$ cat src/rtl/core/dtf_pkg.sv
// Shared constants, types and tables for the decimal text to fixed point unit.
`timescale 1ns / 1ps

package dtf_pkg;

    localparam int MAX_FRAC_DIGITS = 9;
    localparam int FRAC_BITS       = 28;
    localparam int QUEUE_DEPTH     = 2;

    localparam int LIMIT_W = 30;
    localparam int VALUE_W = 31;
    localparam int QUOT_W  = FRAC_BITS + 2;
    localparam int CMP_W   = (QUOT_W > LIMIT_W) ? QUOT_W : LIMIT_W;

    localparam logic [LIMIT_W-1:0] LIMIT_RESET   = 30'h2000_0000;
    localparam logic [VALUE_W-1:0] VALUE_POS_MAX = 31'h2000_0000;
    localparam logic [VALUE_W-1:0] VALUE_NEG_MIN = 31'h6000_0000;

    localparam int ADDR_W = 3;
    localparam logic [ADDR_W-3:0] REG_IDX_LIMIT = 1'b0;

    localparam logic [7:0] CH_NUL   = 8'd0;
    localparam logic [7:0] CH_TAB   = 8'd9;
    localparam logic [7:0] CH_CR    = 8'd13;
    localparam logic [7:0] CH_SPACE = 8'd32;
    localparam logic [7:0] CH_PLUS  = 8'd43;
    localparam logic [7:0] CH_MINUS = 8'd45;
    localparam logic [7:0] CH_POINT = 8'd46;
    localparam logic [7:0] CH_ZERO  = 8'd48;
    localparam logic [7:0] CH_NINE  = 8'd57;

    typedef enum logic [5:0] {
        PH_LEAD   = 6'b000001,
        PH_SIGNED = 6'b000010,
        PH_INT    = 6'b000100,
        PH_POINT  = 6'b001000,
        PH_FRAC   = 6'b010000,
        PH_TRAIL  = 6'b100000
    } phase_t;

    typedef enum logic [2:0] {
        BK_IDLE = 3'b001,
        BK_DIV  = 3'b010,
        BK_HOLD = 3'b100
    } back_state_t;

    typedef struct packed {
        logic       negative;
        logic       failed;
        logic [1:0] whole;
    } dtf_flags_t;

    function automatic logic [31:0] pow10(input logic [3:0] n);
        logic [31:0] p;
        case (n)
            4'd0:    p = 32'd1;
            4'd1:    p = 32'd10;
            4'd2:    p = 32'd100;
            4'd3:    p = 32'd1000;
            4'd4:    p = 32'd10000;
            4'd5:    p = 32'd100000;
            4'd6:    p = 32'd1000000;
            4'd7:    p = 32'd10000000;
            4'd8:    p = 32'd100000000;
            default: p = 32'd1000000000;
        endcase
        return p;
    endfunction

endpackage

$ cat src/rtl/core/decimal_text_to_fixed_point_unit.sv
// Top level: APB limit register, parser, job queue and converter.
// Throughput: one character per cycle while the job queue has room. The converter takes
//   a new job only after registering the previous result. Each job passes the queue, the
//   one-bit-per-cycle restoring divider (not on a parse error) and the output register.
// Input stalls only when QUEUE_DEPTH finished strings wait for the converter.
// Reset (rst_n low, asynchronous): parser back to leading whitespace, queue and output
//   empty, magnitude_limit = 2.0; no clearing pass, ready as soon as reset is released.
`timescale 1ns / 1ps

module decimal_text_to_fixed_point_unit
    import dtf_pkg::*;
#(
    parameter int MAX_FRACTION_DIGITS = MAX_FRAC_DIGITS,
    parameter int QUEUE_SLOTS         = QUEUE_DEPTH
)
(
    input  logic              clk,
    input  logic              rst_n,
    input  logic              s_axis_tvalid,
    output logic              s_axis_tready,
    input  logic [7:0]        s_axis_tdata,   // [7:0] char_code
    output logic              m_axis_tvalid,
    input  logic              m_axis_tready,
    output logic [31:0]       m_axis_tdata,   // [30:0] value, [31] zero pad
    output logic              m_axis_tuser,   // [0] error
    input  logic              psel,
    input  logic              penable,
    input  logic              pwrite,
    input  logic [ADDR_W-1:0] paddr,
    input  logic [31:0]       pwdata,
    output logic [31:0]       prdata,
    output logic              pready
);

    localparam int DIG_W = $clog2(10 ** MAX_FRACTION_DIGITS);
    localparam int CNT_W = $clog2(MAX_FRACTION_DIGITS + 1);
    localparam int JOB_W = $bits(dtf_flags_t) + DIG_W + CNT_W;

    logic [LIMIT_W-1:0] limit_reg, limit_next;
    logic               reg_hit;

    logic               f_job_valid;
    dtf_flags_t         f_flags;
    logic [DIG_W-1:0]   f_digits;
    logic [CNT_W-1:0]   f_count;
    logic               q_full;
    logic               q_not_empty;
    logic               b_ready;
    logic [JOB_W-1:0]   q_out;
    dtf_flags_t         b_flags;
    logic [DIG_W-1:0]   b_digits;
    logic [CNT_W-1:0]   b_count;

    assign pready  = 1'b1;
    assign reg_hit = (paddr[ADDR_W-1:2] == REG_IDX_LIMIT);
    assign prdata  = reg_hit ? 32'(limit_reg) : 32'd0;

    always_comb
    begin
        limit_next = limit_reg;
        if (psel && penable && pwrite && pready && reg_hit)
            limit_next = pwdata[LIMIT_W-1:0];
    end

    always_ff @(posedge clk or negedge rst_n)
    begin
        if (!rst_n)
            limit_reg <= LIMIT_RESET;
        else
            limit_reg <= limit_next;
    end

    dtf_front #(
        .MAX_FRACTION_DIGITS(MAX_FRACTION_DIGITS)
    ) u_front (
        .clk          (clk),
        .rst_n        (rst_n),
        .s_axis_tvalid(s_axis_tvalid),
        .s_axis_tready(s_axis_tready),
        .s_axis_tdata (s_axis_tdata),
        .job_valid    (f_job_valid),
        .job_ready    (!q_full),
        .job_flags    (f_flags),
        .job_digits   (f_digits),
        .job_count    (f_count)
    );

    dtf_queue #(
        .WIDTH(JOB_W),
        .DEPTH(QUEUE_SLOTS)
    ) u_queue (
        .clk      (clk),
        .rst_n    (rst_n),
        .push     (f_job_valid),
        .push_data({f_flags, f_digits, f_count}),
        .full     (q_full),
        .pop      (q_not_empty && b_ready),
        .pop_data (q_out),
        .not_empty(q_not_empty)
    );

    assign {b_flags, b_digits, b_count} = q_out;

    dtf_back #(
        .MAX_FRACTION_DIGITS(MAX_FRACTION_DIGITS)
    ) u_back (
        .clk          (clk),
        .rst_n        (rst_n),
        .limit        (limit_reg),
        .job_valid    (q_not_empty),
        .job_ready    (b_ready),
        .job_flags    (b_flags),
        .job_digits   (b_digits),
        .job_count    (b_count),
        .m_axis_tvalid(m_axis_tvalid),
        .m_axis_tready(m_axis_tready),
        .m_axis_tdata (m_axis_tdata),
        .m_axis_tuser (m_axis_tuser)
    );

endmodule

$ cat src/rtl/core/dtf_front.sv
// Character parser: classifies each byte and emits one job per terminator.
`timescale 1ns / 1ps

module dtf_front
    import dtf_pkg::*;
#(
    parameter int MAX_FRACTION_DIGITS = MAX_FRAC_DIGITS,
    localparam int DIG_W = $clog2(10 ** MAX_FRACTION_DIGITS),
    localparam int CNT_W = $clog2(MAX_FRACTION_DIGITS + 1)
)
(
    input  logic             clk,
    input  logic             rst_n,
    input  logic             s_axis_tvalid,
    output logic             s_axis_tready,
    input  logic [7:0]       s_axis_tdata,   // [7:0] char_code
    output logic             job_valid,
    input  logic             job_ready,
    output dtf_flags_t       job_flags,
    output logic [DIG_W-1:0] job_digits,
    output logic [CNT_W-1:0] job_count
);

    phase_t           phase_reg, phase_next;
    logic             negative_reg, negative_next;
    logic [1:0]       whole_reg, whole_next;
    logic [DIG_W-1:0] digits_reg, digits_next;
    logic [CNT_W-1:0] count_reg, count_next;
    logic             failed_reg, failed_next;

    logic             accept;
    logic             is_digit;
    logic             is_space;
    logic [7:0]       dsub;
    logic [3:0]       d;
    logic [1:0]       whole_add;
    logic             frac_room;
    logic [DIG_W+3:0] digits_ext;
    logic [DIG_W+3:0] digits_sum;

    assign s_axis_tready = job_ready;
    assign accept        = s_axis_tvalid && s_axis_tready;
    assign job_valid     = accept && (s_axis_tdata == CH_NUL);

    assign is_digit = (s_axis_tdata >= CH_ZERO) && (s_axis_tdata <= CH_NINE);
    assign is_space = (s_axis_tdata == CH_SPACE) ||
                      ((s_axis_tdata >= CH_TAB) && (s_axis_tdata <= CH_CR));
    assign dsub     = s_axis_tdata - CH_ZERO;
    assign d        = dsub[3:0];

    assign whole_add  = (whole_reg != 2'd0) ? 2'd3 : ((d > 4'd3) ? 2'd3 : d[1:0]);
    assign frac_room  = count_reg < CNT_W'(MAX_FRACTION_DIGITS);
    assign digits_ext = (DIG_W + 4)'(digits_reg);
    assign digits_sum = (digits_ext << 3) + (digits_ext << 1) + (DIG_W + 4)'(d);

    assign job_flags.negative = negative_reg;
    assign job_flags.failed   = failed_reg ||
                                !((phase_reg == PH_INT) || (phase_reg == PH_FRAC) ||
                                  (phase_reg == PH_TRAIL));
    assign job_flags.whole    = whole_reg;
    assign job_digits         = digits_reg;
    assign job_count          = count_reg;

    always_comb
    begin
        phase_next    = phase_reg;
        negative_next = negative_reg;
        whole_next    = whole_reg;
        digits_next   = digits_reg;
        count_next    = count_reg;
        failed_next   = failed_reg;
        if (accept)
        begin
            if (s_axis_tdata == CH_NUL)
            begin
                phase_next    = PH_LEAD;
                negative_next = 1'b0;
                whole_next    = 2'd0;
                digits_next   = '0;
                count_next    = '0;
                failed_next   = 1'b0;
            end
            else if (!failed_reg)
            begin
                case (phase_reg)
                    PH_LEAD:
                    begin
                        if (is_space)
                        begin
                        end
                        else if ((s_axis_tdata == CH_PLUS) || (s_axis_tdata == CH_MINUS))
                        begin
                            negative_next = (s_axis_tdata == CH_MINUS);
                            phase_next    = PH_SIGNED;
                        end
                        else if (is_digit)
                        begin
                            whole_next = whole_add;
                            phase_next = PH_INT;
                        end
                        else
                        begin
                            failed_next = 1'b1;
                        end
                    end
                    PH_SIGNED:
                    begin
                        if (is_digit)
                        begin
                            whole_next = whole_add;
                            phase_next = PH_INT;
                        end
                        else
                        begin
                            failed_next = 1'b1;
                        end
                    end
                    PH_INT:
                    begin
                        if (is_digit)
                            whole_next = whole_add;
                        else if (s_axis_tdata == CH_POINT)
                            phase_next = PH_POINT;
                        else if (is_space)
                            phase_next = PH_TRAIL;
                        else
                            failed_next = 1'b1;
                    end
                    PH_POINT, PH_FRAC:
                    begin
                        if (is_digit)
                        begin
                            phase_next = PH_FRAC;
                            if (frac_room)
                            begin
                                digits_next = digits_sum[DIG_W-1:0];
                                count_next  = count_reg + 1'b1;
                            end
                        end
                        else if (is_space && (phase_reg == PH_FRAC))
                        begin
                            phase_next = PH_TRAIL;
                        end
                        else
                        begin
                            failed_next = 1'b1;
                        end
                    end
                    PH_TRAIL:
                    begin
                        if (!is_space)
                            failed_next = 1'b1;
                    end
                    default:
                    begin
                        failed_next = 1'b1;
                    end
                endcase
            end
        end
    end

    always_ff @(posedge clk or negedge rst_n)
    begin
        if (!rst_n)
        begin
            phase_reg    <= PH_LEAD;
            negative_reg <= 1'b0;
            whole_reg    <= 2'd0;
            digits_reg   <= '0;
            count_reg    <= '0;
            failed_reg   <= 1'b0;
        end
        else
        begin
            phase_reg    <= phase_next;
            negative_reg <= negative_next;
            whole_reg    <= whole_next;
            digits_reg   <= digits_next;
            count_reg    <= count_next;
            failed_reg   <= failed_next;
        end
    end

endmodule

$ cat src/rtl/core/dtf_queue.sv
// Small FIFO carrying parsed jobs from the parser to the converter.
`timescale 1ns / 1ps

module dtf_queue
    import dtf_pkg::*;
#(
    parameter int WIDTH = 8,
    parameter int DEPTH = QUEUE_DEPTH,
    localparam int PTR_W = $clog2(DEPTH),
    localparam int FILL_W = $clog2(DEPTH + 1)
)
(
    input  logic             clk,
    input  logic             rst_n,
    input  logic             push,
    input  logic [WIDTH-1:0] push_data,
    output logic             full,
    input  logic             pop,
    output logic [WIDTH-1:0] pop_data,
    output logic             not_empty
);

    logic [WIDTH-1:0]  slot_reg [DEPTH];
    logic [PTR_W-1:0]  wr_ptr_reg, wr_ptr_next;
    logic [PTR_W-1:0]  rd_ptr_reg, rd_ptr_next;
    logic [FILL_W-1:0] fill_reg, fill_next;

    assign full      = (fill_reg == FILL_W'(DEPTH));
    assign not_empty = (fill_reg != '0);
    assign pop_data  = slot_reg[rd_ptr_reg];

    always_comb
    begin
        wr_ptr_next = push ? wr_ptr_reg + 1'b1 : wr_ptr_reg;
        rd_ptr_next = pop ? rd_ptr_reg + 1'b1 : rd_ptr_reg;
        fill_next   = fill_reg;
        if (push && !pop)
            fill_next = fill_reg + 1'b1;
        else if (pop && !push)
            fill_next = fill_reg - 1'b1;
    end

    always_ff @(posedge clk)
    begin
        if (push)
            slot_reg[wr_ptr_reg] <= push_data;
    end

    always_ff @(posedge clk or negedge rst_n)
    begin
        if (!rst_n)
        begin
            wr_ptr_reg <= '0;
            rd_ptr_reg <= '0;
            fill_reg   <= '0;
        end
        else
        begin
            wr_ptr_reg <= wr_ptr_next;
            rd_ptr_reg <= rd_ptr_next;
            fill_reg   <= fill_next;
        end
    end

endmodule

$ cat src/rtl/core/dtf_back.sv
// Converter: bit-serial fraction division, range check, sign and output register.
`timescale 1ns / 1ps

module dtf_back
    import dtf_pkg::*;
#(
    parameter int MAX_FRACTION_DIGITS = MAX_FRAC_DIGITS,
    localparam int DIG_W = $clog2(10 ** MAX_FRACTION_DIGITS),
    localparam int CNT_W = $clog2(MAX_FRACTION_DIGITS + 1)
)
(
    input  logic               clk,
    input  logic               rst_n,
    input  logic [LIMIT_W-1:0] limit,
    input  logic               job_valid,
    output logic               job_ready,
    input  dtf_flags_t         job_flags,
    input  logic [DIG_W-1:0]   job_digits,
    input  logic [CNT_W-1:0]   job_count,
    output logic               m_axis_tvalid,
    input  logic               m_axis_tready,
    output logic [31:0]        m_axis_tdata,   // [30:0] value, [31] zero pad
    output logic               m_axis_tuser    // [0] error
);

    localparam int REM_W  = DIG_W + 1;
    localparam int STEP_W = $clog2(FRAC_BITS);

    back_state_t          state_reg, state_next;
    logic                 neg_reg, neg_next;
    logic                 err_reg, err_next;
    logic [1:0]           whole_reg, whole_next;
    logic [FRAC_BITS-1:0] frac_reg, frac_next;
    logic [REM_W-1:0]     rem_reg, rem_next;
    logic [DIG_W-1:0]     scale_reg, scale_next;
    logic [STEP_W-1:0]    step_reg, step_next;
    logic                 out_valid_reg, out_valid_next;
    logic [VALUE_W-1:0]   out_value_reg, out_value_next;
    logic                 out_error_reg, out_error_next;

    logic                 pop;
    logic [31:0]          scale_full;
    logic [REM_W-1:0]     rem_dbl;
    logic [REM_W-1:0]     scale_ext;
    logic                 ge;
    logic [QUOT_W-1:0]    quot;
    logic                 over;
    logic                 bad;
    logic [VALUE_W-1:0]   mag;
    logic                 out_free;

    assign job_ready = (state_reg == BK_IDLE);
    assign pop       = job_valid && job_ready;

    assign scale_full = pow10(4'(job_count));
    assign rem_dbl    = {rem_reg[REM_W-2:0], 1'b0};
    assign scale_ext  = REM_W'(scale_reg);
    assign ge         = rem_dbl >= scale_ext;

    assign quot = {whole_reg, frac_reg};
    assign over = (CMP_W'(quot) > CMP_W'(limit)) ||
                  ((CMP_W'(quot) == CMP_W'(limit)) && (rem_reg != '0));
    assign bad  = err_reg || over;
    assign mag  = VALUE_W'(quot);

    assign out_free = !out_valid_reg || m_axis_tready;

    assign m_axis_tvalid = out_valid_reg;
    assign m_axis_tdata  = {1'b0, out_value_reg};
    assign m_axis_tuser  = out_error_reg;

    always_comb
    begin
        state_next     = state_reg;
        neg_next       = neg_reg;
        err_next       = err_reg;
        whole_next     = whole_reg;
        frac_next      = frac_reg;
        rem_next       = rem_reg;
        scale_next     = scale_reg;
        step_next      = step_reg;
        out_valid_next = out_valid_reg;
        out_value_next = out_value_reg;
        out_error_next = out_error_reg;

        if (out_valid_reg && m_axis_tready)
            out_valid_next = 1'b0;

        case (state_reg)
            BK_IDLE:
            begin
                if (pop)
                begin
                    neg_next   = job_flags.negative;
                    err_next   = job_flags.failed;
                    whole_next = job_flags.whole;
                    frac_next  = '0;
                    rem_next   = REM_W'(job_digits);
                    scale_next = scale_full[DIG_W-1:0];
                    step_next  = '0;
                    state_next = job_flags.failed ? BK_HOLD : BK_DIV;
                end
            end
            BK_DIV:
            begin
                rem_next  = ge ? rem_dbl - scale_ext : rem_dbl;
                frac_next = {frac_reg[FRAC_BITS-2:0], ge};
                step_next = step_reg + 1'b1;
                if (step_reg == STEP_W'(FRAC_BITS - 1))
                    state_next = BK_HOLD;
            end
            BK_HOLD:
            begin
                if (out_free)
                begin
                    out_valid_next = 1'b1;
                    out_error_next = bad;
                    out_value_next = bad ? '0 : (neg_reg ? ('0 - mag) : mag);
                    state_next     = BK_IDLE;
                end
            end
            default:
            begin
                state_next = BK_IDLE;
            end
        endcase
    end

    always_ff @(posedge clk)
    begin
        neg_reg       <= neg_next;
        err_reg       <= err_next;
        whole_reg     <= whole_next;
        frac_reg      <= frac_next;
        rem_reg       <= rem_next;
        scale_reg     <= scale_next;
        step_reg      <= step_next;
        out_value_reg <= out_value_next;
        out_error_reg <= out_error_next;
    end

    always_ff @(posedge clk or negedge rst_n)
    begin
        if (!rst_n)
        begin
            state_reg     <= BK_IDLE;
            out_valid_reg <= 1'b0;
        end
        else
        begin
            state_reg     <= state_next;
            out_valid_reg <= out_valid_next;
        end
    end

endmodule

$ cat config.mk
export PLATFORM = sky130hd
export DESIGN_NAME = decimal_text_to_fixed_point_unit
export DESIGN_NICKNAME = d
export VERILOG_FILES = /design/src/rtl/core/dtf_pkg.sv /design/src/rtl/core/decimal_text_to_fixed_point_unit.sv /design/src/rtl/core/dtf_front.sv /design/src/rtl/core/dtf_queue.sv /design/src/rtl/core/dtf_back.sv
export SDC_FILE = /design/constraint.sdc
export NUM_CORES = 1
export LEC_CHECK = 0
export ABC_AREA = 1
export CORE_MARGIN = 5
export CORE_UTILIZATION = 45
export CTS_CLUSTER_SIZE = 20
export DETAILED_ROUTE_END_ITERATION = 8
export DONT_BUFFER_PORTS = 1
export GPL_TIMING_DRIVEN = 0
export MAX_ROUTING_LAYER = met4
export SKIP_LAST_GASP = 1
export SLEW_MARGIN = 20
export SYNTH_ARGS = -nofsm -noshare
export SYNTH_HDL_FRONTEND = slang
export SYNTH_SLANG_ARGS = --single-unit
$ cat constraint.sdc
create_clock -name clk -period 5.03 [get_ports clk]
set_input_delay 0.2515 -clock clk [delete_from_list [all_inputs] [get_ports clk]]
set_output_delay 0.2515 -clock clk [all_outputs]
set_load 0.01 [all_outputs]
### Word-level counts from Yosys, hierarchy flattened

Memories as Yosys holds them, arrays and structs flattened. A register that Yosys moved wholly into a read port is not among the register bits.
Cells that the tools add are included.

* output and inout port bits: 68
* logic and storage cells: 186
* bits in writable memories: 76
* memories: 2
* bits in read-only memories: 480
* flip-flop bits (word level): 182

* add/sub/neg operators: 11
* $lt $le $gt $ge: 8
* bitwise logic cells: 2
* multiplexer cells: 66
* reduce and logical (&&, ||, !) cells: 50
* equal/unequal tests: 26

Memories
* (name not given): words 16, width 30, rd ports 1, clocked after Yosys merged registers in 1, write ports 0, RTL line dtf_pkg.sv:55 `case (n)`
* u_queue.slot_reg: words 2, width 38, rd ports 1, clocked after Yosys merged registers in 0, write ports 1, RTL line dtf_queue.sv:23 `logic [WIDTH-1:0] slot_reg [DEPTH];`

Operator list (number)
* $mux W30: 7
* $mux W31: 2
* $pmux W31 S2: 1
* $mux W6: 10
* $pmux W28 S2: 1
* $eq A8 B6 Y1 const B: 4
* $ge A31 B30 Y1: 1
* $reduce_bool A31 Y1: 1
* $sub A1 B30 Y31 const A: 1
* $sub A31 B30 Y31: 1
* $add A30 B30 Y30: 1
* $add A30 B4 Y30: 1
* $eq A30 B30 Y1: 1
* $gt A30 B30 Y1: 1
* $mux W28: 1
* $pmux W6 S4: 1
* $mux W1: 20
* $mux W4: 5
* $mux W2: 9
* $reduce_bool A2 Y1: 9
* $reduce_and A5 Y1: 3
* $logic_and A1 B1 Y1: 13
* $mux W3: 4
* $pmux W5 S2: 1
* other kinds (43): 64

### Depth between registers and ports, before layout

Gate-level depths: netlist (run 1).

* depth after elaboration: 10
* gate-level depth with buffers: 18

### Cells and area by module

From an unflattened synthesis (run 1), not the netlist that was laid out.

* cell total of the unflattened synthesis: 2242
* area, all modules: 18164.9 um2

Modules (own cells, without submodules)
* dtf_back: area each 9332.7 um2, cells an instance 1258, times used 1
* dtf_front: area each 4336.7 um2, cells an instance 636, times used 1
* dtf_queue: area each 2995.4 um2, cells an instance 143, times used 1
* decimal_text_to_fixed_point_unit: area each 1500.2 um2, cells an instance 205, times used 1

### Least setup slack after synthesis (run 1)

Ideal clock, no wire load.

* path kind: flip-flop to flip-flop
* start point: register u_back.state_reg[0]
* end point: register u_back.frac_reg[0] (enable)
* arrival: 4021 ps
* setup slack: 585 ps
* data required time: 4606 ps
* cell stages (with the launch flop): 7
* path buffers: 0
* library setup time: 424 ps
* cell sequence: dfstp_2 -> inv_1 -> nor3_1 -> inv_1 -> a21oi_1 -> inv_1 -> nand2_1

* longest elaborated chain between the ends: 4

Ends and longest elaborated chain
* start, declared: RTL line dtf_back.sv:29 `back_state_t state_reg, state_next;`
* start signal, assigned: RTL line dtf_back.sv:151 `state_reg <= state_next;`
* $eq A3 B1 Y1: RTL line dtf_back.sv:52 `assign job_ready = (state_reg == BK_IDLE);`
* $logic_and A1 B1 Y1: RTL line dtf_back.sv:53 `assign pop = job_valid && job_ready;`
* named net u_back.pop: RTL line dtf_back.sv:41 `logic pop;`
* $ne A2 B1 Y1 (no line)
* $reduce_and A2 Y1 (no line)
* end signal, assigned: RTL line dtf_back.sv:134 `frac_reg <= frac_next;`
* end, declared: RTL line dtf_back.sv:33 `logic [FRAC_BITS-1:0] frac_reg, frac_next;`

The timed path passes the listed nets, and every way through them passes these cells.
A chain may end at the register's enable or synchronous reset.

### Worst setup path in the final report (run 1)

* start point: register u_back.frac_reg[5]
* end point: register u_back.out_value_reg[1], data pin

* longest elaborated chain between the ends: 4

Ends and longest elaborated chain
* branches (longest 2 deep; another with $gt A30 B30 Y1)
* $logic_or A1 B1 Y1 *: RTL line dtf_back.sv:61 `assign over = (CMP_W'(quot) > CMP_W'(limit)) ||`
* $logic_or A1 B1 Y1 *: RTL line dtf_back.sv:63 `assign bad = err_reg || over;`
* named net u_back.bad: RTL line dtf_back.sv:48 `logic bad;`
* end signal, assigned: RTL line dtf_back.sv:138 `out_value_reg <= out_value_next;`
* end, declared: RTL line dtf_back.sv:38 `logic [VALUE_W-1:0] out_value_reg, out_value_next;`

Mark *: on every way through the listed nets, which the timed path passes.

==> metrics.md, run 1 <==
| Metric | Value |
|---|---|
| Run status | completed |
| Fraction of registers with async set/reset | 29.2% |
| Placer Congestion | 0.974 |
| Dominant cell type by area after synthesis | edfxtp_1 |
| Layout cells sized above 1 | 5.46% |
| Slew at the pin with the worst max-slew slack | 0.663 ns |
| Maximum vdd drop | 0.000258 V |
| Vias in the first global route | 13,900 |
| TritonCTS clock tree | built |
| Max Freq | 350 MHz |
| Port-buffer cells | 0 |
| Core Rows | 72 |
| Min-delay worst type | in2reg |
| Multi-input logic area | 0.00842 mm² |
| Number of routed nets with antenna violations | 0 |
| Total grt overflow | 0 |
| EDFF count, synth | 199 |
| Wire length per cell | 16.9 µm |
| Max FO, Critical Path | 10 |
| Starting Density | 45.8% |
| Area delta synth->final | 13.1% |
| Nets | 2,477 |
| Skew-Pair Late Insertion Delay | 0.53 ns |
| Number of flip-flops under the largest register name | 76 |
| PwrDens | 530 mW/mm² |
| Cts bufs inserted | 34 |
| Core ar. | 0.0388 mm² |
| Clock transition at path regs | 0.06 ns |
| Die span in x | 209 µm |
| Hold Fails Final Rpt | 0 |
| Period Utilization, post-route | 56.8% |
| Via-per-instance ratio | 5.19 |
| Resize count post-CTS | 0 |
| CTS root buf | clkbuf_16 |
| Flops & latches, synth | 281 |
| Crit end category | flop |
| DR vias | 14,800 |
| Reg area | 0.00803 mm² |
| Sequential area share after synthesis | 45.2% |
| Crit Path Category | reg2reg |
| Synth Instances | 2,221 |
| Commonest register cell after synthesis | edfxtp_1 |
| Die H | 209 µm |
| Unrepaired setup endpoints after global routing | false |
| Slew HR | 55.8% |
| Initial antenna violation count | 0 |
| Mean Syn Cell Area | 8.00 µm² |
| Drt pass-1 iters | 5 |
| Hpwl dp | 37.8 mm |
| Cell Area, Synth | 0.0178 mm² |
| TritonCTS sink count | 281 |
| Final wirelength | 48.2 mm |
| 1st-iter DRT viols | 1,045 |
| Bufs on Longest Clock Path | 3 |
| First-pass GRT wire length | 75.9 mm |
| Final Skew | 0.0177 ns |
| Final setup viols | 0 |
| Setup TNS | 0 ns |
| Final setup margin | 2.17 ns |
| ANT cells | 0 |
| CP Launch Type | flop |
| Ports | 118 |
| Netlist cell types | 53 |
| Commonest cells post-synth | nand2_1, inv_1, nor2_1 |
| Power, Total | 10,600 µW |
| Final Critical Period | 2.86 ns |
| Synth Warn # | 0 |
| Die area | 0.0436 mm² |
| # DRC | 0 |
| H-tree depth | 2 |
| Dpl ws | 2.17 ns |
| Tot GR Track Use | 22.2% |
| Most frequent cell after synthesis | nand2_1 |
| Largest net degree at the start of global routing | 83 |
| Arrival @ worst endpoint | 3.12 ns |
| Lkg Pwr | 0.00949 µW |
| CP required | 5.29 ns |
| # fillers | 3,674 |
| Top cell type's share of synthesized area | 33.6% |
| Largest cells by area after synthesis | edfxtp_1, nand2_1, dfrtp_1 |
| Max Slew Vio Count | 0 |
| Max Cap Violations | 0 |
| Final Util | 51.7% |
## cells by family after synthesis
logic type	after synthesis	synth area share, %
DFF	281	45.2
xor gates and xnor gates	52	2.56
other	2	0.0423
and+or+nand+nor	1180	28.1
muxes	4	0.225
buffers and inverters	342	7.70
AOI/OAI and AO/OA	232	7.06
adders and majority gates	128	9.14
## worst paths after layout
check,depth (start not counted),from,slack (ns),endpoint
max reg2reg,13,u_back.frac_reg[5],2.17,u_back.out_value_reg[1]
max in group asynchronous,2,rst_n,4.38,limit_reg[3]
min reg2reg,0,u_front.job_digits[29],0.48,u_queue.slot_reg[1][33]
min,3,s_axis_tdata[2],0.03,u_front.whole_reg[1]
max,13,u_back.frac_reg[5],2.17,u_back.out_value_reg[1]
min in group asynchronous,2,rst_n,0.28,u_front.phase_reg[2]
## routing by layer
| layer | GRT usage [%] | wire length, µm | vias up |
|---|---|---|---|
| li1 | - | - | 7427 |
| met1 | 29.8 | 21900 | 6877 |
| met2 | 35.9 | 22700 | 380 |
| met3 | 2.71 | 2340 | 76 |
| met4 | 5.87 | 1160 | 0 |
| met5 | - | 0 | - |
## layout make-up
class / count / area share [%]
plain buffers: 49 / 1.33
repair buffers: 40 / 2.37
flip-flops and latches: 281 / 40.0
clock inverters: 16 / 0.922
well taps: 518 / 3.23
clock buffers: 46 / 4.82
multi-input cells: 1600 / 41.9
inverters: 293 / 5.47
## where the power goes
part | total [µW] | internal (µW) | switching [µW] | leakage [µW]
logic | 4690 | 1510 | 3190 | 0.00609
registers | 3440 | 3090 | 355 | 0.00284
clock network | 2510 | 1520 | 988 | 0.000557
total | 10600 | 6110 | 4530 | 0.00949
## per-stage QoR
stage / cell area, µm² / cells / hold slack, ns
final: 20100 / 2843 / 0.0303
after global routing: 20100 / 2843 / 0.0497
after CTS: 20100 / 2843 / 0.00943
after detailed placement: 18600 / 2746 / -0.0416
after global placement: 18400 / 2741 / -0.0416
after floorplan: 17800 / 2223 / -0.0441
## critical path, stage by stage, from the launching register on
cell and delay [ns]:
edfxtp_1 0.42, ha_1 0.32, nand2_1 0.07, nor2_1 0.29, o21ai_0 0.27, o211ai_1 0.18, nand2_1 0.08, nand2_1 0.16
nand3_1 0.09, nand2_1 0.07, nand2_1 0.05, nand2_1 0.24, buf_2 0.29, nor2_1 0.07
## timing repair
| item | CTS | global route |
|---|---|---|
| hold endpoints to repair | 119 | 0 |
| setup buffers | 0 | 0 |
| hold buffers | 35 | 0 |
| endpoints found under the setup margin | 0 | 0 |
## cell usage in the layout, fill, tap and decap left out, types with 35 or more instances in the layout
cell type	n
edfxtp_1	199
nand3_1	149
inv_1	284
xor2_1	35
o21ai_0	78
a21oi_1	116
nor2_1	274
nand2_1	635
clkbuf_16	36
ha_1	125
dfrtp_1	79
Note: power is estimated with default switching activity, not from simulation.
==> inputs of run 2 (changes only) <==
==> constraint.sdc (replaced) <==
create_clock -name clk -period 3 [get_ports clk]
set_input_delay 0.15 -clock clk [delete_from_list [all_inputs] [get_ports clk]]
set_output_delay 0.15 -clock clk [all_outputs]
set_load 0.01 [all_outputs]
==> run 2 against run 1 <==
  * Combinational power is 65% higher
  * Cell area rose by 0.13%
  * Maximum frequency down 1.4%
  * Clock power up 60%
  * Power rose by 64%
  * Clock skew grew 0.013 ns
  * Final cell count rose by 0.14%
  * Largest cell class unchanged
==> metrics.md, run 2 (synthesis gave the netlist of run 1 again) <==
| Metric | Value |
|---|---|
| Run status | completed |
| Die H | 209 µm (unchanged) |
| Period Utilization, post-route | 96.6% (+40 points) |
| Bufs on Longest Clock Path | 3 (unchanged) |
| Max Freq | 345 MHz (-1.4%) |
| Worst path slowest cell | nor2_1 |
| Placer Congestion | 0.979 (+0.48%) |
| PwrDens | 869 mW/mm² (+64%) |
| CP max stage delay | 0.44 ns (+0.02 ns) |
| Commonest cells after routing, fill and taps aside | nand2_1, inv_1, nor2_1 |
| Crit Path Category | reg2reg |
| Max FO, Critical Path | 10 (unchanged) |
| Vias in the first global route | 14,200 (+2.4%) |
| Ports | 118 (unchanged) |
| Total grt overflow | 0 (unchanged) |
| Die area | 0.0436 mm² (unchanged) |
| Final Critical Period | 2.90 ns (+0.0402 ns) |
| CTS root buf | clkbuf_16 |
| ANT cells | 0 (unchanged) |
| Clock transition at path regs | 0.06 ns (about the same) |
| Hold Fails Final Rpt | 0 (unchanged) |
| Arrival @ worst endpoint | 3.24 ns (+0.12 ns) |
| Die span in x | 209 µm (unchanged) |
| Wire length per cell | 16.7 µm (-1.5%) |
| Drt pass-1 iters | 5 (unchanged) |
| TritonCTS sink count | 281 (unchanged) |
| Worst path most repeated cell | nor2_1 |
| Port-buffer cells | 0 (unchanged) |
| First-pass GRT wire length | 75.5 mm (-0.58%) |
| Unrepaired setup endpoints after global routing | false |
| Nets | 2,482 (+0.20%) |
| Initial antenna violation count | 0 (unchanged) |
| Crit-path cells | ha_1, nand2_1, nor2_1, nand3_1, nor2_1, nand3_1, nor2_1, nor2_1, nand2_1, buf_2, nor2_1 |
| Layout cells sized above 1 | 5.41% (-0.052 points) |
| DR vias | 14,700 (-0.64%) |
| Max Cap Violations | 0 (unchanged) |
| CP Launch Type | flop |
| Via-per-instance ratio | 5.15 (-0.78%) |
| H-tree depth | 1 (-1) |
| Most common cell after layout, fill and taps aside | nand2_1 |
| Power, Total | 17,500 µW (+64%) |
| Final wirelength | 47.5 mm (-1.3%) |
| Area delta synth->final | 13.2% |
| CP required | 3.34 ns (-1.95 ns) |
| Hpwl dp | 37.0 mm (-2.0%) |
| Core ar. | 0.0388 mm² (unchanged) |
| Lkg Pwr | 0.00948 µW (-0.18%) |
| Cts bufs inserted | 31 (-8.8%) |
| Slew HR | 41.5% (-14 points) |
| Number of routed nets with antenna violations | 0 (unchanged) |
| Number of flip-flops under the largest register name | 76 (unchanged) |
| Maximum vdd drop | 0.000464 V (+80%) |
| Starting Density | 45.8% (unchanged) |
| Hold Slack | 0.0425 ns (+0.0122 ns) |
| TritonCTS clock tree | built |
| Skew-Pair Late Insertion Delay | 0.59 ns (+0.06 ns) |
| Tot GR Track Use | 21.8% (-0.33 points) |
| # DRC | 0 (unchanged) |
| Post-CTS Setup Repair Bufs | 0 (unchanged) |
| Largest net degree at the start of global routing | 83 (unchanged) |
| Max Slew Vio Count | 0 (unchanged) |
| Final Skew | 0.0308 ns (+0.0132 ns) |
| Min-delay worst type | in2reg |
| 1st-iter DRT viols | 918 (-12%) |
| Core Rows | 72 (unchanged) |
| Slew at the pin with the worst max-slew slack | 0.877 ns (+0.215 ns) |
| Final setup viols | 0 (unchanged) |
| Crit end category | flop |
[run 2: cell count changes in the layout (fill, tap and decap cells not counted), moves of 2 or more]
cell,before,now
buf_16,2,4
clkbuf_16,36,31
clkinv_1,5,3
clkinvlp_4,2,4
dlygate4sd3_1,34,43
clkinv_2,2,4
buf_12,4,1
bufinv_16,3,5
[run 2: per-layer routing]
metal	part of all wire [%]	routed length, µm	global-route usage [%]
met5	0	0	-
met4	3.1	1450	6.71
met3	4.7	2240	2.88
met2	45	21400	33.6
met1	47	22500	30.4
[run 2: layout make-up]
type	instances	area, µm²
fill	3690	18700
clock inverter	19	254
buffer	49	268
multi-input combinational	1600	8430
sequential	281	8030
timing repair buffer	48	561
inverter	293	1100
clock buffer	39	826
tap	518	648
[run 2: worst paths after layout]
path / startpoint / end / slack (ns) / depth (start not counted)
min in group asynchronous: rst_n / limit_reg[7] / 0.09 / 2
setup / recovery: u_back.frac_reg[5] / u_back.out_value_reg[11] / 0.10 / 11
hold / removal: s_axis_tdata[6] / u_front.phase_reg[1] / 0.04 / 6
max in group asynchronous: rst_n / u_front.job_digits[2] / 2.41 / 2
hold reg to reg: u_front.job_digits[29] / u_queue.slot_reg[1][33] / 0.48 / 0
setup reg to reg: u_back.frac_reg[5] / u_back.out_value_reg[11] / 0.10 / 11
[run 2: repair_timing]
item,in CTS,in global routing
setup endpoints to repair,0,20
resized for setup,0,2
hold endpoints to repair,124,0
hold buffers,44,0
[run 2: per-stage QoR]
| stage | std cells | instance area, µm² | TNS, ns | setup slack, ns | utilization (%) |
|---|---|---|---|---|---|
| floorplan | 2223 | 17800 | -5.08 | -0.0668 | - |
| global placement | 2741 | 18400 | -134.70 | -1.17 | 47.5 |
| detailed placement | 2745 | 18600 | 0 | 0.137 | 47.8 |
| CTS | 2847 | 20100 | 0 | 0.114 | 51.8 |
| global route | 2847 | 20100 | 0 | 0.0566 | 51.8 |
| finish | 2847 | 20100 | 0 | 0.102 | 51.8 |
[run 2: power by group]
part / internal, µW / total [µW] / switching [µW]
logic: 2500 / 7720 / 5220
registers: 5180 / 5760 / 571
clock network: 2390 / 4010 / 1620
[run 2: worst max-delay path, delay by kind of cell, from the launching register on]
| kind | cells | cell delay, ns |
|---|---|---|
| adders and majority gates | 1 | 0.33 |
| DFF | 1 | 0.43 |
| and+or+nand+nor | 9 | 1.65 |
| buffers and inverters | 1 | 0.25 |
==> inputs of run 3 (changes only) <==
--- a/config.mk
+++ b/config.mk
@@ -5,7 +5,6 @@
 export SDC_FILE = /design/constraint.sdc
 export NUM_CORES = 1
 export LEC_CHECK = 0
-export ABC_AREA = 1
 export CORE_MARGIN = 5
 export CORE_UTILIZATION = 45
 export CTS_CLUSTER_SIZE = 20
==> constraint.sdc (replaced) <==
create_clock -name clk -period 3 [get_ports clk]
set_input_delay 0.6 -clock clk [delete_from_list [all_inputs] [get_ports clk]]
set_output_delay 0.6 -clock clk [all_outputs]
set_load 0.01 [all_outputs]
==> run 3 against run 2 <==
  * The flow now finishes with violations (negative setup slack)
  * Die area is 8.4% lower
  * Sequential power is 3% higher
  * Wire length shrank 13%
  * Count of clock-buffer cells in the layout is 7 higher
  * Critical path type unchanged
==> metrics.md, run 3 <==
| Metric | Value |
|---|---|
| Max Freq | 319 MHz (-7.5%) |
| Delay-heaviest family, CP | compound AO/OA/AOI/OAI gates |
| Number of flip-flops under the largest register name | 76 (unchanged) |
| Hpwl dp | 29.5 mm (-20%) |
| CP required | 3.40 ns (+0.06 ns) |
| Sequential area share after synthesis | 49.6% (+4.4 points) |
| Skew-Pair Late Insertion Delay | 0.52 ns (-0.07 ns) |
| PwrDens | 912 mW/mm² (+4.9%) |
| Area delta synth->final | 20.1% |
| Period Utilization, post-route | 104% (+7.8 points) |
| H-tree depth | 2 (+1) |
| Synth Instances | 1,508 (-32%) |
| Worst path slowest cell | dfrtp_2 |
| Ports | 118 (unchanged) |
| EDFF count, synth | 199 (unchanged) |
| Crit-path cells | ha_1, ha_4, a41o_1, a221o_1, a41oi_2, o31ai_4, o21a_1, or3_1, a31oi_2, xor2_1, o21ai_1 |
| Hold_sp | pwdata[2] |
| Final setup margin | -0.132 ns (-0.234 ns) |
| CP max stage delay | 0.44 ns (about the same) |
| Final Skew | 0.0155 ns (-0.0154 ns) |
| Vias in the first global route | 11,600 (-19%) |
| Run status | complete, but fails checks |
| Fraction of registers with async set/reset | 29.2% (unchanged) |
| Cell Area, Synth | 0.0162 mm² (-8.8%) |
| Worst Path Buf+Inv | 0 (-1) |
| Hold endpoint | limit_reg[2] |
| Commonest cells after routing, fill and taps aside | edfxtp_1, nor2_1, nand2_1 |
| Die H | 200 µm (-4.3%) |
| First-pass GRT wire length | 63.2 mm (-16%) |
| Tot GR Track Use | 20.4% (-1.5 points) |
| 1st-iter DRT viols | 663 (-28%) |
| TritonCTS clock tree | built |
| Mean Syn Cell Area | 10.7 µm² (+34%) |
| Via-per-instance ratio | 5.68 (+10%) |
| DR vias | 11,900 (-19%) |
| Final setup viols | 6 (+6) |
| Initial antenna violation count | 0 (unchanged) |
| Power, Total | 17,800 µW (+1.5%) |
| Bufs on Longest Clock Path | 3 (unchanged) |
| Die area | 0.0399 mm² (-8.4%) |
| Max Cap Violations | 0 (unchanged) |
| Min-delay worst type | in2reg |
| Worst flop-to-flop path startpoint | u_front.job_digits[9] |
| Commonest cells post-synth | edfxtp_1, nor2_1, ha_1 |
| Port-buffer cells | 0 (unchanged) |
| Dominant cell type by area after synthesis | edfxtp_1 |
| Clock transition at path regs | 0.06 ns (about the same) |
| Slew at the pin with the worst max-slew slack | 0.897 ns (+0.0194 ns) |
| Wire length per cell | 19.7 µm (+18%) |
| Synth Warn # | 0 (unchanged) |
| Max FO, Critical Path | 5 (-5) |
| Nets | 1,789 (-28%) |
| Final wirelength | 41.4 mm (-13%) |
| Slew HR | 40.1% (-1.4 points) |
| Core ar. | 0.0356 mm² (-8.4%) |
| Maximum vdd drop | 0.000676 V (+46%) |
| TritonCTS sink count | 281 (unchanged) |
| Lkg Pwr | 0.00802 µW (-15%) |
| Commonest register cell after synthesis | edfxtp_1 |
| Starting Density | 45.6% (-0.19 points) |
| Drt pass-1 iters | 5 (unchanged) |
| Largest cells by area after synthesis | edfxtp_1, dfrtp_1, ha_1 |
| Most common cell after layout, fill and taps aside | edfxtp_1 |
| Netlist cell types | 80 (+51%) |
| Hold Fails Final Rpt | 0 (unchanged) |
| Core Rows | 69 (-4.2%) |
| RR Endpoint | u_front.job_digits[22] |
| ANT cells | 0 (unchanged) |
| Max Slew Vio Count | 0 (unchanged) |
| CP Launch Type | flop |
| Worst R2R Setup Slack | -0.13 ns (-0.23 ns) |
| Flops & latches, synth | 281 (unchanged) |
| Largest net degree at the start of global routing | 83 (unchanged) |
| Final Non-Filler Cells | 2,097 (-26%) |
| Total grt overflow | 0 (unchanged) |
| Most frequent cell after synthesis | edfxtp_1 |
| Number of routed nets with antenna violations | 0 (unchanged) |
| Placer Congestion | 0.895 (-8.6%) |
| Final Critical Period | 3.13 ns (+0.234 ns) |
| Cts bufs inserted | 34 (+9.7%) |
| Violated checks | negative setup slack |
| Hold path cells | 1 (-5) |
| # DRC | 0 (unchanged) |
| Crit Path Category | reg2reg |
| Top cell type's share of synthesized area | 36.9% (+3.2 points) |
| Placed Cells | 1,975 (-28%) |
| Crit end category | flop |
| R2R cell count | 11 (unchanged) |
| Layout cells sized above 1 | 19.7% (+14 points) |
| Arrival @ worst endpoint | 3.53 ns (+0.29 ns) |
| CTS root buf | clkbuf_16 |
| Die span in x | 200 µm (-4.3%) |
| Unrepaired setup endpoints after global routing | true |
[run 3: changes by cell type in the layout (fill, tap and decap cells not counted), sizes merged, moves of 29 or more]
| cell | before | now |
|---|---|---|
| a211oi | 1 | 30 |
| a21o | 2 | 37 |
| and3 | 2 | 32 |
| buf | 31 | 88 |
| dlygate4sd3 | 43 | 1 |
| inv | 293 | 81 |
| mux2 | 0 | 36 |
| mux2i | 4 | 33 |
| nand2 | 642 | 105 |
| nand3 | 154 | 21 |
| nor2 | 287 | 149 |
| xor2 | 35 | 64 |
[run 3: worst max-delay path by stage]
stage,start,to,cells after the start
6_report,u_front.job_digits[9],u_front.job_digits[22],11
5_1_grt,u_front.job_digits[0],u_front.job_digits[22],11
4_1_cts,u_front.job_digits[0],u_front.job_digits[22],11
3_5_place_dp,s_axis_tdata[4],u_queue.slot_reg[1][10],5
3_3_place_gp,s_axis_tdata[3],u_queue.slot_reg[0][2],4
2_1_floorplan,s_axis_tdata[3],u_queue.slot_reg[0][0],4
[run 3: cell type report]
| class | count | area [µm²] |
|---|---|---|
| timing repair buffer | 71 | 644 |
| fill | 3071 | 16100 |
| tap | 461 | 577 |
| inverter | 80 | 303 |
| multi-input combinational | 1088 | 8530 |
| sequential | 281 | 8040 |
| clock inverter | 15 | 120 |
| clock buffer | 46 | 977 |
| buffer | 55 | 263 |
[run 3: per-layer routing]
layer  wire, µm  GRT usage (%)  up-vias
li1           -              -     5763
met1      18500           27.2     5804
met2      19900           32.5      277
met3       1980           3.27       67
met4       1020           6.06        0
met5          0              -        -
[run 3: metrics by stage]
step | setup slack [ns] | util (%) | cell area [µm²] | hold slack, ns | TNS, ns
after floorplan | -0.262 | - | 16300 | 0.304 | -10.12
after global placement | -1.36 | 47.4 | 16900 | 0.316 | -141.74
after detailed placement | -0.795 | 47.7 | 17000 | 0.316 | -59.12
after CTS | -0.187 | 52.7 | 18800 | 0.219 | -1.78
after global routing | -0.264 | 54.7 | 19500 | 0.215 | -4.87
final | -0.132 | 54.7 | 19500 | 0.232 | -0.215
[run 3: worst reg2reg max path, delay by kind of cell (launching register included)]
kind                       cells  cell delay (ns)
xor gates and xnor gates       1             0.18
adders and majority gates      2             0.61
DFF                            1             0.44
and+or+nand+nor                1             0.35
AOI/OAI and AO/OA              7             1.40
[run 3: where the power goes]
part	switching, µW	total [µW]	leakage [µW]	internal, µW
clock network	1630	4010	0.000541	2380
registers	737	5940	0.00293	5200
logic	4500	7800	0.00455	3300
[run 3: cells by family after synthesis]
kind of cell	share of synthesized area, %
XOR/XNOR	4.86
AO/OA/AOI/OAI	14.4
multiplexers	4.54
AND/OR/NAND/NOR	13.1
other	0.0463
flip-flops	49.6
adder cells (fa/ha/maj)	10.0
buffers and inverters	3.49
[run 3: timing repair]
item / 4_1_cts / 5_1_grt
endpoints found under the setup margin: 134 / 169
setup buffers: 41 / 24
gates cloned: 2 / 1
hold buffers: 2 / 0
pin swaps: 35 / 45
gates resized for setup: 81 / 129
endpoints found under the hold margin: 82 / 0
